**src/hw/rtl/gpd_pkg.sv**
```systemverilog
// Shared types, constants and helper functions for the gimbal pose point deskew core.
package gpd_pkg;

  localparam int HIST_DEPTH = 64;
  localparam int AW         = $clog2(HIST_DEPTH);
  localparam int CW         = $clog2(HIST_DEPTH + 1);

  localparam int TIME_W   = 48;
  localparam int ANG_W    = 16;
  localparam int COORD_W  = 25;
  localparam int RATIO_W  = 17;
  localparam int LANG_W   = 18;
  localparam int TRIG_W   = 32;
  localparam int CXY_W    = 34;
  localparam int CZ_W     = 32;
  localparam int RCOORD_W = 28;
  localparam int WIDE_W   = 32;
  localparam int PROD_W   = RCOORD_W + TRIG_W;
  localparam int ACC_W    = PROD_W + 2;

  localparam int CORD_STEPS = 24;
  localparam int CSTEP_W    = 5;

  localparam logic signed [CXY_W-1:0] CORDIC_GAIN = CXY_W'(652032874);
  localparam logic signed [CZ_W-1:0]  PI_Q24      = CZ_W'(52707179);
  localparam logic signed [CZ_W-1:0]  HALF_PI_Q24 = CZ_W'(26353589);

  localparam logic signed [RCOORD_W-1:0] MOUNT_X     = RCOORD_W'(1180);
  localparam logic signed [RCOORD_W-1:0] MOUNT_Z     = RCOORD_W'(4719);
  localparam logic signed [WIDE_W-1:0]   PITCH_ARM_Z = WIDE_W'(4063);
  localparam logic signed [WIDE_W-1:0]   YAW_ARM_X   = WIDE_W'(11796);
  localparam logic signed [WIDE_W-1:0]   YAW_ARM_Z   = WIDE_W'(55706);
  localparam logic signed [WIDE_W-1:0]   COORD_LIMIT = WIDE_W'(13107200);

  localparam int S_DATA_W = 176;
  localparam int M_DATA_W = 144;

  typedef struct packed {
    logic [TIME_W-1:0]       time_us;
    logic signed [ANG_W-1:0] yaw;
    logic signed [ANG_W-1:0] pitch;
  } sample_t;

  function automatic logic [23:0] atan_q24(input logic [CSTEP_W-1:0] i);
    logic [23:0] v;
    case (i)
      5'd0:    v = 24'd13176795;
      5'd1:    v = 24'd7778716;
      5'd2:    v = 24'd4110060;
      5'd3:    v = 24'd2086331;
      5'd4:    v = 24'd1047214;
      5'd5:    v = 24'd524117;
      5'd6:    v = 24'd262123;
      5'd7:    v = 24'd131069;
      5'd8:    v = 24'd65536;
      5'd9:    v = 24'd32768;
      5'd10:   v = 24'd16384;
      5'd11:   v = 24'd8192;
      5'd12:   v = 24'd4096;
      5'd13:   v = 24'd2048;
      5'd14:   v = 24'd1024;
      5'd15:   v = 24'd512;
      5'd16:   v = 24'd256;
      5'd17:   v = 24'd128;
      5'd18:   v = 24'd64;
      5'd19:   v = 24'd32;
      5'd20:   v = 24'd16;
      5'd21:   v = 24'd8;
      5'd22:   v = 24'd4;
      5'd23:   v = 24'd2;
      default: v = 24'd0;
    endcase
    return v;
  endfunction

  function automatic logic [AW-1:0] wrap_idx(input logic [AW:0] s);
    logic [AW:0] r;
    r = (s >= (AW+1)'(HIST_DEPTH)) ? s - (AW+1)'(HIST_DEPTH) : s;
    return r[AW-1:0];
  endfunction

  function automatic logic signed [COORD_W-1:0] sat_coord(input logic signed [WIDE_W-1:0] v);
    logic signed [WIDE_W-1:0] r;
    if (v > COORD_LIMIT) r = COORD_LIMIT;
    else if (v < -COORD_LIMIT) r = -COORD_LIMIT;
    else r = v;
    return r[COORD_W-1:0];
  endfunction

endpackage

```
**src/hw/rtl/gpd_cordic.sv**
```systemverilog
// Iterative rotation-mode CORDIC: Q5.13 angle to Q2.30 cosine and sine.
module gpd_cordic (
  input  logic                              clk,
  input  logic                              rst,
  input  logic                              start,
  input  logic signed [gpd_pkg::LANG_W-1:0] angle,
  output logic                              done,
  output logic signed [gpd_pkg::TRIG_W-1:0] cos_o,
  output logic signed [gpd_pkg::TRIG_W-1:0] sin_o
);
  import gpd_pkg::*;

  logic signed [CXY_W-1:0] x, y;
  logic signed [CZ_W-1:0]  z;
  logic                    flip;
  logic                    busy;
  logic [CSTEP_W-1:0]      step;
  logic signed [CZ_W-1:0]  z0;
  logic signed [CXY_W-1:0] xs, ys;
  logic signed [CZ_W-1:0]  at;
  logic signed [CXY_W-1:0] xn, yn;

  assign z0 = CZ_W'(angle) <<< 11;
  assign xs = x >>> step;
  assign ys = y >>> step;
  assign at = CZ_W'(atan_q24(step));
  assign xn = flip ? -x : x;
  assign yn = flip ? -y : y;

  always_ff @(posedge clk) begin
    if (rst) begin
      busy <= 1'b0;
      done <= 1'b0;
    end else begin
      done <= 1'b0;
      if (start) begin
        busy <= 1'b1;
        step <= '0;
        x    <= CORDIC_GAIN;
        y    <= '0;
        if (z0 > HALF_PI_Q24) begin
          z    <= z0 - PI_Q24;
          flip <= 1'b1;
        end else if (z0 < -HALF_PI_Q24) begin
          z    <= z0 + PI_Q24;
          flip <= 1'b1;
        end else begin
          z    <= z0;
          flip <= 1'b0;
        end
      end else if (busy) begin
        if (z >= 0) begin
          x <= x - ys;
          y <= y + xs;
          z <= z - at;
        end else begin
          x <= x + ys;
          y <= y - xs;
          z <= z + at;
        end
        step <= step + CSTEP_W'(1);
        if (step == CSTEP_W'(CORD_STEPS - 1)) begin
          busy <= 1'b0;
          done <= 1'b1;
        end
      end
    end
  end

  assign cos_o = xn[TRIG_W-1:0];
  assign sin_o = yn[TRIG_W-1:0];

`ifndef ASSERT_OFF
  a_done_busy: assert property (@(posedge clk) disable iff (rst)
    done |-> $past(busy)) else $error("cordic done without work");
  a_no_restart: assert property (@(posedge clk) disable iff (rst)
    busy |-> !start) else $error("cordic restarted while busy");
  a_hold: assert property (@(posedge clk) disable iff (rst)
    !busy && !start |=> $stable(x) && $stable(y)) else $error("cordic result drifted");
`endif
endmodule

```
**config.mk**
```make
export PLATFORM = sky130hd
export DESIGN_NAME = gpd_cordic
export DESIGN_NICKNAME = d
export VERILOG_FILES = /design/src/hw/rtl/gpd_pkg.sv /design/src/hw/rtl/gpd_cordic.sv
export SDC_FILE = /design/constraint.sdc
export NUM_CORES = 1
export LEC_CHECK = 0
export BUFFER_PORTS_ARGS = -buffer_cell sky130_fd_sc_hd__buf_4
export CORE_MARGIN = 3
export CORE_UTILIZATION = 65
export DETAILED_ROUTE_END_ITERATION = 16
export PLACE_DENSITY = 0.93
export REMOVE_ABC_BUFFERS = 1
export SLEW_MARGIN = 20
export SYNTH_ARGS = -nofsm -noshare
export SYNTH_HDL_FRONTEND = slang
export SYNTH_SLANG_ARGS = --single-unit
export TNS_END_PERCENT = 30
```
**constraint.sdc**
```tcl
create_clock -name clk -period 9.9 [get_ports clk]
set_input_delay 1.98 -clock clk [delete_from_list [all_inputs] [get_ports clk]]
set_output_delay 1.98 -clock clk [all_outputs]
set_load 0.005 [all_outputs]
```
==> impl_metrics.ini <==
[status]
status = complete, no violations

[worst_setup_path]
worstPathArrival_ps = 7640
critPathKind = reg2reg
ff2ff_setup_slack_ps = 2450
startpoint_type = register
crit_required_ps = 10100
end_kind = register
cp_max_fo = 29

[clock_tree]
cts-buffers-inserted = 17
cts_tree = built
clock_sinks = 132
ctsResizeCount = 0
postCtsHoldBufs = 0
cts_max_level = 4
worstSkewPairLatency_ps = 450
cts_setup_buffers = 0
clk_pin_slew_worst_paths_ps = 70
cts_root_buffer = clkbuf_16
clock_tree.buffer_depth = 2

[final_layout]
area_delta_synth_final_pct = 5.05
antennaDiodeCount = 0
fin_area_sq_um = 20200
nets = 2393
regArea_sq_um = 3700
multi_input_comb_area_sq_um = 14400
fillers = 2220
drive_above_1_share = 0.130

[global_route]
grt_pass1_vias = 17500
grt_max_degree = 135
track_usage = 0.380
antenna_found_initial = 0
grt_pass1_wl_um = 95700
grt_overflow = 0

[logic_synthesis]
synth.top_cells.by_area = edfxtp_1, ha_1, mux4_2
syn_area_sq_um = 19200
synth_top_area_frac = 0.166
synth_seq_cells = 132
synth_edf_count = 106
synthTopCellsByCount = nand2_1, nor2_1, o21ai_0
synth.avg_cell_area_sq_um = 8.37
yosysUniqueCellTypes = 97
syn-instance-count = 2295
yosys.area.top_type = edfxtp_1
async_flop_share = 0
synth_ff_type = edfxtp_1
ys_seq_area_frac = 0.193
synth_most_common_cell = nand2_1
yosys_warnings = 0

[die]
die_h_um = 178
die_x_um = 178
die_area_sq_um = 31600
num_rows = 62
initial_utilization = 0.664
core_sq_um = 28900
pin_count = 86

[sta]
fmax_mhz = 134
setup_viol = 0
fin_skew_ps = 17.3
hold_viol = 0
tns_ps = 0
period_share = 0.752
finalCriticalPeriod_ps = 7450
rsz0062_at_grt = false
finalMaxSlewViolations = 0
worstMarginPinSlew_ps = 1100
slew_headroom = 0.267

[place]
portBuffers = 85
gp_congestion = 1.06
place_area_sq_um = 19600
dpl.hpwl_um = 44700

[worst_hold_path]
hold_class = reg2reg

[power_and_ir_drop]
irDropWorstVdd_uv = 133
pwr_density_cell_nw_per_um2 = 252
leakagePower_uw = 0.00784

[route]
routedWlPerCell_um = 23.2
drt_iter0_drc = 2778
vias_per_cell = 7.17
finalWirelength_um = 61600
num_vias = 19000
drcViolationCount = 0
firstDrtPassIters = 6
ant_nets = 0

[flow_run]
maxCapViolations = 0
## final cells by class
class / instances / area share
timing repair buffer: 108 / 0.0408
clock inverter: 11 / 0.00509
tap: 384 / 0.0238
inverter: 53 / 0.00999
sequential: 132 / 0.184
clock buffer: 21 / 0.0249
multi-input combinational: 1943 / 0.712
## per-layer routing
metal | up-vias | wire [um] | part of all wire | track usage
li1 | 8500 | - | - | -
met1 | 8929 | 23400 | 0.38 | 0.488
met2 | 1315 | 28200 | 0.46 | 0.613
met3 | 276 | 6750 | 0.11 | 0.0783
met4 | 0 | 3310 | 0.054 | 0.177
met5 | - | 0 | 0 | 0
## logic make-up (layout without fill, tap and decap cells)
logic type                 after synthesis  count (layout)  synth area share
buffers and inverters                  220             193            0.0594
DFF                                    132             132             0.193
and+or+nand+nor                        721             721             0.180
muxes                                  188             188             0.151
AOI/OAI and AO/OA                      682             682             0.232
adders and majority gates              117             117            0.0774
xor gates and xnor gates               235             235             0.107
## critical path, cell delays in order (launching register included)
cell      delay [ps]
edfxtp_1         820
buf_4            510
mux4_1           670
a221oi_1         300
a31oi_1           70
a311oi_1         720
nor3b_1          490
nand3_1          310
nor3_1           510
nand3_1          280
or2_2            350
a222oi_1         370
ha_1             360
o21a_1           220
nor2_1           120
nor2_1            60
a21oi_1          130
o21ai_0           90
a31oi_1          210
o21ai_0          160
and2_1           180
mux2_2           250
## per-stage QoR
step | hold WS, ps | util | instances | total power [uW] | setup WS, ps
global placement | 658 | 0.676 | 2620 | 4170 | 2900
CTS | 670 | 0.697 | 2652 | 4970 | 2510
floorplan | 588 | - | 2128 | 3400 | 1230
finish | 676 | 0.697 | 2652 | 5080 | 2450
detailed placement | 661 | 0.676 | 2620 | 4280 | 2630
global route | 697 | 0.697 | 2652 | 5400 | 1950
## registers in the layout, summed over array words and instances, names as in the netlist
| signal | count |
|---|---|
| busy | 1 |
| at | 24 |
| step | 5 |
| x | 34 |
| y | 34 |
| flip | 1 |
| done | 1 |
| z | 32 |
## report_power, final
part | internal (uW) | switching [uW]
sequential | 801 | 301
combinational | 1460 | 1840
clock | 374 | 297
total | 2640 | 2440
## placed cells by master, fill, tap and decap left out, types with 43 or more instances in the layout
master	Yosys	final
nor2_1	199	199
nand2_1	213	213
nor3_1	43	43
ha_1	114	114
nand3_1	49	49
mux4_2	58	58
xnor2_1	149	149
inv_1	50	48
mux2_2	50	50
a21o_1	55	55
xor2_1	86	86
edfxtp_1	106	106
a21oi_1	154	154
mux2i_1	66	66
buf_4	7	107
o21ai_0	173	173
## path summary, 6_finish.rpt
kind | cells past startpoint | start | endpoint
max | 21 | step[0] | x[33]
min | 2 | busy | done
max reg2reg | 21 | step[0] | x[33]
min reg2reg | 2 | busy | done
Power figures use the tool's default switching activity.
