--- config.mk ---
export PLATFORM = sky130hd
export DESIGN_NAME = gpd_div
export DESIGN_NICKNAME = d
export VERILOG_FILES = /design/src/hw/rtl/gpd_pkg.sv /design/src/hw/rtl/gpd_div.sv
export SDC_FILE = /design/constraint.sdc
export NUM_CORES = 1
export LEC_CHECK = 0
export BUFFER_PORTS_ARGS = -buffer_cell sky130_fd_sc_hd__buf_2
export CAP_MARGIN = 20
export CORE_ASPECT_RATIO = 1.4
export CORE_MARGIN = 5
export CORE_UTILIZATION = 55
export DETAILED_ROUTE_END_ITERATION = 8
export GPL_TIMING_DRIVEN = 0
export PLACE_DENSITY = 0.78
export RECOVER_POWER = 100
export SYNTH_ARGS = -nofsm -noshare
export SYNTH_HDL_FRONTEND = slang
export SYNTH_SLANG_ARGS = --single-unit
export TNS_END_PERCENT = 50
--- constraint.sdc ---
create_clock -name clk -period 5.7 [get_ports clk]
set_input_delay 0.57 -clock clk [delete_from_list [all_inputs] [get_ports clk]]
set_output_delay 0.57 -clock clk [all_outputs]
set_load 0.05 [all_outputs]
--- src/hw/rtl/gpd_pkg.sv ---
// Shared types, constants and helper functions for the gimbal pose point deskew core.
package gpd_pkg;

  localparam int HIST_DEPTH = 64;
  localparam int AW         = $clog2(HIST_DEPTH);
  localparam int CW         = $clog2(HIST_DEPTH + 1);

  localparam int TIME_W   = 48;
  localparam int ANG_W    = 16;
  localparam int COORD_W  = 25;
  localparam int RATIO_W  = 17;
  localparam int LANG_W   = 18;
  localparam int TRIG_W   = 32;
  localparam int CXY_W    = 34;
  localparam int CZ_W     = 32;
  localparam int RCOORD_W = 28;
  localparam int WIDE_W   = 32;
  localparam int PROD_W   = RCOORD_W + TRIG_W;
  localparam int ACC_W    = PROD_W + 2;

  localparam int CORD_STEPS = 24;
  localparam int CSTEP_W    = 5;

  localparam logic signed [CXY_W-1:0] CORDIC_GAIN = CXY_W'(652032874);
  localparam logic signed [CZ_W-1:0]  PI_Q24      = CZ_W'(52707179);
  localparam logic signed [CZ_W-1:0]  HALF_PI_Q24 = CZ_W'(26353589);

  localparam logic signed [RCOORD_W-1:0] MOUNT_X     = RCOORD_W'(1180);
  localparam logic signed [RCOORD_W-1:0] MOUNT_Z     = RCOORD_W'(4719);
  localparam logic signed [WIDE_W-1:0]   PITCH_ARM_Z = WIDE_W'(4063);
  localparam logic signed [WIDE_W-1:0]   YAW_ARM_X   = WIDE_W'(11796);
  localparam logic signed [WIDE_W-1:0]   YAW_ARM_Z   = WIDE_W'(55706);
  localparam logic signed [WIDE_W-1:0]   COORD_LIMIT = WIDE_W'(13107200);

  localparam int S_DATA_W = 176;
  localparam int M_DATA_W = 144;

  typedef struct packed {
    logic [TIME_W-1:0]       time_us;
    logic signed [ANG_W-1:0] yaw;
    logic signed [ANG_W-1:0] pitch;
  } sample_t;

  function automatic logic [23:0] atan_q24(input logic [CSTEP_W-1:0] i);
    logic [23:0] v;
    case (i)
      5'd0:    v = 24'd13176795;
      5'd1:    v = 24'd7778716;
      5'd2:    v = 24'd4110060;
      5'd3:    v = 24'd2086331;
      5'd4:    v = 24'd1047214;
      5'd5:    v = 24'd524117;
      5'd6:    v = 24'd262123;
      5'd7:    v = 24'd131069;
      5'd8:    v = 24'd65536;
      5'd9:    v = 24'd32768;
      5'd10:   v = 24'd16384;
      5'd11:   v = 24'd8192;
      5'd12:   v = 24'd4096;
      5'd13:   v = 24'd2048;
      5'd14:   v = 24'd1024;
      5'd15:   v = 24'd512;
      5'd16:   v = 24'd256;
      5'd17:   v = 24'd128;
      5'd18:   v = 24'd64;
      5'd19:   v = 24'd32;
      5'd20:   v = 24'd16;
      5'd21:   v = 24'd8;
      5'd22:   v = 24'd4;
      5'd23:   v = 24'd2;
      default: v = 24'd0;
    endcase
    return v;
  endfunction

  function automatic logic [AW-1:0] wrap_idx(input logic [AW:0] s);
    logic [AW:0] r;
    r = (s >= (AW+1)'(HIST_DEPTH)) ? s - (AW+1)'(HIST_DEPTH) : s;
    return r[AW-1:0];
  endfunction

  function automatic logic signed [COORD_W-1:0] sat_coord(input logic signed [WIDE_W-1:0] v);
    logic signed [WIDE_W-1:0] r;
    if (v > COORD_LIMIT) r = COORD_LIMIT;
    else if (v < -COORD_LIMIT) r = -COORD_LIMIT;
    else r = v;
    return r[COORD_W-1:0];
  endfunction

endpackage

--- src/hw/rtl/gpd_div.sv ---
// Restoring divider for the Q1.16 interpolation ratio, one quotient bit per cycle.
module gpd_div (
  input  logic                       clk,
  input  logic                       rst,
  input  logic                       start,
  input  logic [gpd_pkg::TIME_W-1:0] dividend,
  input  logic [gpd_pkg::TIME_W-1:0] divisor,
  output logic                       done,
  output logic [gpd_pkg::RATIO_W-1:0] quo
);
  import gpd_pkg::*;

  logic [TIME_W-1:0] rem;
  logic [CSTEP_W-1:0] step;
  logic               busy;
  logic [TIME_W:0]    rem_sh;
  logic [TIME_W:0]    rem_sub;
  logic               ge;

  assign rem_sh  = (step == '0) ? {1'b0, rem} : {rem, 1'b0};
  assign ge      = rem_sh >= {1'b0, divisor};
  assign rem_sub = rem_sh - {1'b0, divisor};

  always_ff @(posedge clk) begin
    if (rst) begin
      busy <= 1'b0;
      done <= 1'b0;
    end else begin
      done <= 1'b0;
      if (start) begin
        busy <= 1'b1;
        step <= '0;
        rem  <= dividend;
        quo  <= '0;
      end else if (busy) begin
        rem  <= ge ? rem_sub[TIME_W-1:0] : rem_sh[TIME_W-1:0];
        quo  <= {quo[RATIO_W-2:0], ge};
        step <= step + CSTEP_W'(1);
        if (step == CSTEP_W'(RATIO_W - 1)) begin
          busy <= 1'b0;
          done <= 1'b1;
        end
      end
    end
  end

`ifndef ASSERT_OFF
  a_done_busy: assert property (@(posedge clk) disable iff (rst)
    done |-> $past(busy)) else $error("divider done without work");
  a_no_restart: assert property (@(posedge clk) disable iff (rst)
    busy |-> !start) else $error("divider restarted while busy");
  a_step_bound: assert property (@(posedge clk) disable iff (rst)
    busy |-> step < CSTEP_W'(RATIO_W)) else $error("divider step overrun");
`endif
endmodule

==> reports/results.txt <==
worst endpoint required time - 5.81 ns
CP arrival - 5.51 ns
Final Slew Violations - 54
vias in the first global route - 6487
met2 Use GR - 0.4735
slowest stage delay, CP - 0.43 ns
drt via density - 6.042
initial antenna violation count - 0
share of cells above drive strength 1 - 0.2116
part of the cycle the worst path needs - 0.9478
final core utilization - 0.6476
worst hold stages - 2
peak supply drop - 0.1662 mV
FFs w/ async S/R, synth - 0
final setup vio count - 0
post-synthesis cell area - 0.006889 mm^2
hold path start - rst
failing checks - max-capacitance violations, max-slew violations
WP buf/inv - 5
Detail Placement HPWL - 15970 um
Main synth FF type - edfxtp_1
Max-slew headroom - -0.1815
leakage - 3.428 nW
# IOs - 117
critical path class - reg -> reg
critical path capture point type - flip-flop
RR Startpoint - step[0]
most frequent cells in the layout - buf_2 (104), a21oi_1 (72), edfxtp_1 (70)
Synth Net Count - 934
DR iter-0 viols - 433
slew of the pin with the lowest slew margin - 1.766 ns
number of register bits inferred by synthesis - 72
Slowest cell on crit path - edfxtp_1
wire per inst - 19.50 um
commonest non-fill, non-tap cell in the layout - buf_2
I/O Buffers - 116
die area - 0.01490 mm^2
Reg clk slew, reported paths - 0.06 ns
GRT overflow - 0
worst-path fanout max - 10
RSZ-0062 raised after global routing - no
Avg Inst Size Synth - 8.787 um^2
Fill cells - 1086
Remaining DRCs - 0
met3 usage - 0.04494
final hold violations - 0
Root Buffer - clkbuf_16
Post-Syn Instances - 784
clock sinks - 72
Post-Route WL - 20810 um
final setup TNS - 0 ns
Tot GR Track Use - 0.2733
Final min period - 5.402 ns
chip width - 104.6 um
CORE AREA - 0.01231 mm^2
Starting Density - 0.5596
CP Launch Type - flip-flop
yosys warns - 0
Placer Congestion - 0.9304
status - complete, but fails checks
largest net degree at the start of global routing - 33
Reg2Reg Setup Slack - 0.30 ns
maxcap violations - 2
Clock Latency Late Sink - 0.36 ns
worst min-delay path class - in -> reg
sequential area share after synthesis - 0.3109
# rows - 48
Setup Skew - 0.01048 ns
GRT busiest layer - met2
NumNets Final - 1062
Max Fclk - 0.1851 GHz
TritonCTS buffer count - 9
WHS Endpoint - busy
P per Cell Area - 285.8 mW/mm^2
synth unique cells - 66
worst reg2reg path endpoint - rem[32]
CTS tree - done
Via Count - 6447
Die Y - 142.4 um
CP Cell Sequence - inv_1 -> ha_1 -> or3b_1 -> nor2_2 -> buf_4 -> buf_6 -> mux2_2 -> ha_1 -> a211o_1 -> a311o_1 -> a21oi_1 -> a211oi_2 -> nor3_2 -> a21oi_2 -> o31a_4 -> inv_4 -> buf_2 -> o211ai_1 -> o21a_1
crit-path most repeated cell - ha_1
Post-synth EDFFs - 70
# diodes - 0
met1 Use GR - 0.3194
Layout area overhead - 15.73%
r2r worst-path depth - 19
clock buffer depth - 2
drt pass-1 iters - 5
first-pass GRT wire length - 32300 um
top cell family by delay on the critical path - compound AO/OA/AOI/OAI gates
final antenna-violating net count - 0
# H-tree levels - 3
[Yosys cell counts (8+ instances only)]
cell type | instances | area [um^2]
mux2_2 | 48 | 540.5
inv_1 | 64 | 240.2
edfxtp_1 | 70 | 2102
nor3_1 | 11 | 55.05
a21oi_1 | 72 | 360.4
a211oi_1 | 9 | 67.56
buf_2 | 9 | 45.04
a31oi_1 | 8 | 50.05
nor2b_1 | 25 | 156.4
nand2b_1 | 9 | 56.30
nand2_1 | 56 | 210.2
nor2_1 | 61 | 229.0
nand3_1 | 13 | 65.06
nand4_1 | 10 | 62.56
a21o_1 | 23 | 172.7
and3_1 | 21 | 131.4
xnor2_1 | 34 | 297.8
a221o_1 | 14 | 140.1
ha_1 | 50 | 625.6
xor2_1 | 10 | 87.58
clkbuf_1 | 26 | 97.59
mux2i_1 | 11 | 110.1
o211ai_1 | 10 | 75.07
o21ai_0 | 38 | 190.2
[power breakdown]
part / switching [mW] / internal [mW] / total [mW]
Combinational: 0.604 / 0.416 / 1.02
Sequential: 0.0265 / 0.658 / 0.685
Clock: 0.271 / 0.304 / 0.575
Total: 0.901 / 1.38 / 2.28
[registers in the layout (all words and copies together), names as in the netlist]
| signal | cells |
|---|---|
| quo | 17 |
| rem | 48 |
| busy | 1 |
| done | 1 |
| step | 5 |
[worst max-delay path by stage]
stage                     slack [ns]    start  depth (start not counted)      end
final                           0.30  step[0]                         19  rem[32]
after global routing            0.03  step[1]                         20  rem[32]
after floorplan                 0.80  step[0]                         18  rem[21]
after CTS                       0.02  step[0]                         17  rem[46]
after global placement         -0.86    start                          5  rem[23]
after detailed placement       -0.78  step[0]                         20  rem[41]
[timing repair]
| action | in CTS | in global routing |
|---|---|---|
| resized for setup | 8 | 12 |
| endpoints found under the setup margin | 49 | 48 |
| gates cloned | 0 | 0 |
| hold buffers | 0 | 0 |
| buffers inserted | 0 | 0 |
[layer usage]
layer / share of wire / up-vias
li1: - / 3135
met1: 0.37 / 2962
met2: 0.49 / 276
met3: 0.080 / 74
met4: 0.055 / 0
met5: 0 / -
[cells by family (layout without fill, tap and decap cells)]
group,Yosys count,in the layout,synth area share
flip-flops,72,72,0.3109
AND/OR/NAND/NOR,230,230,0.1664
buffers and inverters,106,239,0.06375
adder cells (fa/ha/maj),51,51,0.09372
XOR/XNOR,44,44,0.05594
multiplexers,59,59,0.09444
AO/OA/AOI/OAI,222,222,0.2149
[cell type report]
cell class                 count  area, um^2  share of cell area
sequential                    72        2142              0.2687
timing repair buffer         118       564.3             0.07078
clock inverter                 7       61.31            0.007690
clock buffer                   9       225.2             0.02825
inverter                      65       246.5             0.03092
tap                          150       187.7             0.02354
buffer                        40       206.4             0.02589
multi-input combinational    606        4339              0.5443
[worst register-to-register path, delay by kind of cell, from the launching register on]
kind            cells  cell delay, ns
compound gates      8            1.82
fa+ha+maj           2            0.52
mux                 1            0.38
flops               1            0.43
buf+inv             5            1.07
simple gates        3            0.93
[metrics by stage]
| step | total power [mW] | hold WS [ns] | instances | area [um^2] | setup slack (ns) |
|---|---|---|---|---|---|
| after floorplan | 1.439 | 0.4711 | 784 | 6889 | 0.7954 |
| after global placement | 1.680 | 0.4830 | 1050 | 7657 | -0.8558 |
| after detailed placement | 1.696 | 0.4933 | 1052 | 7712 | -0.7770 |
| after CTS | 2.271 | 0.4513 | 1068 | 8020 | 0.01900 |
| after global routing | 2.397 | 0.4281 | 1067 | 7973 | 0.03167 |
| final | 2.279 | 0.4211 | 1067 | 7973 | 0.2976 |
No activity file was read; power rests on OpenSTA's default activity.
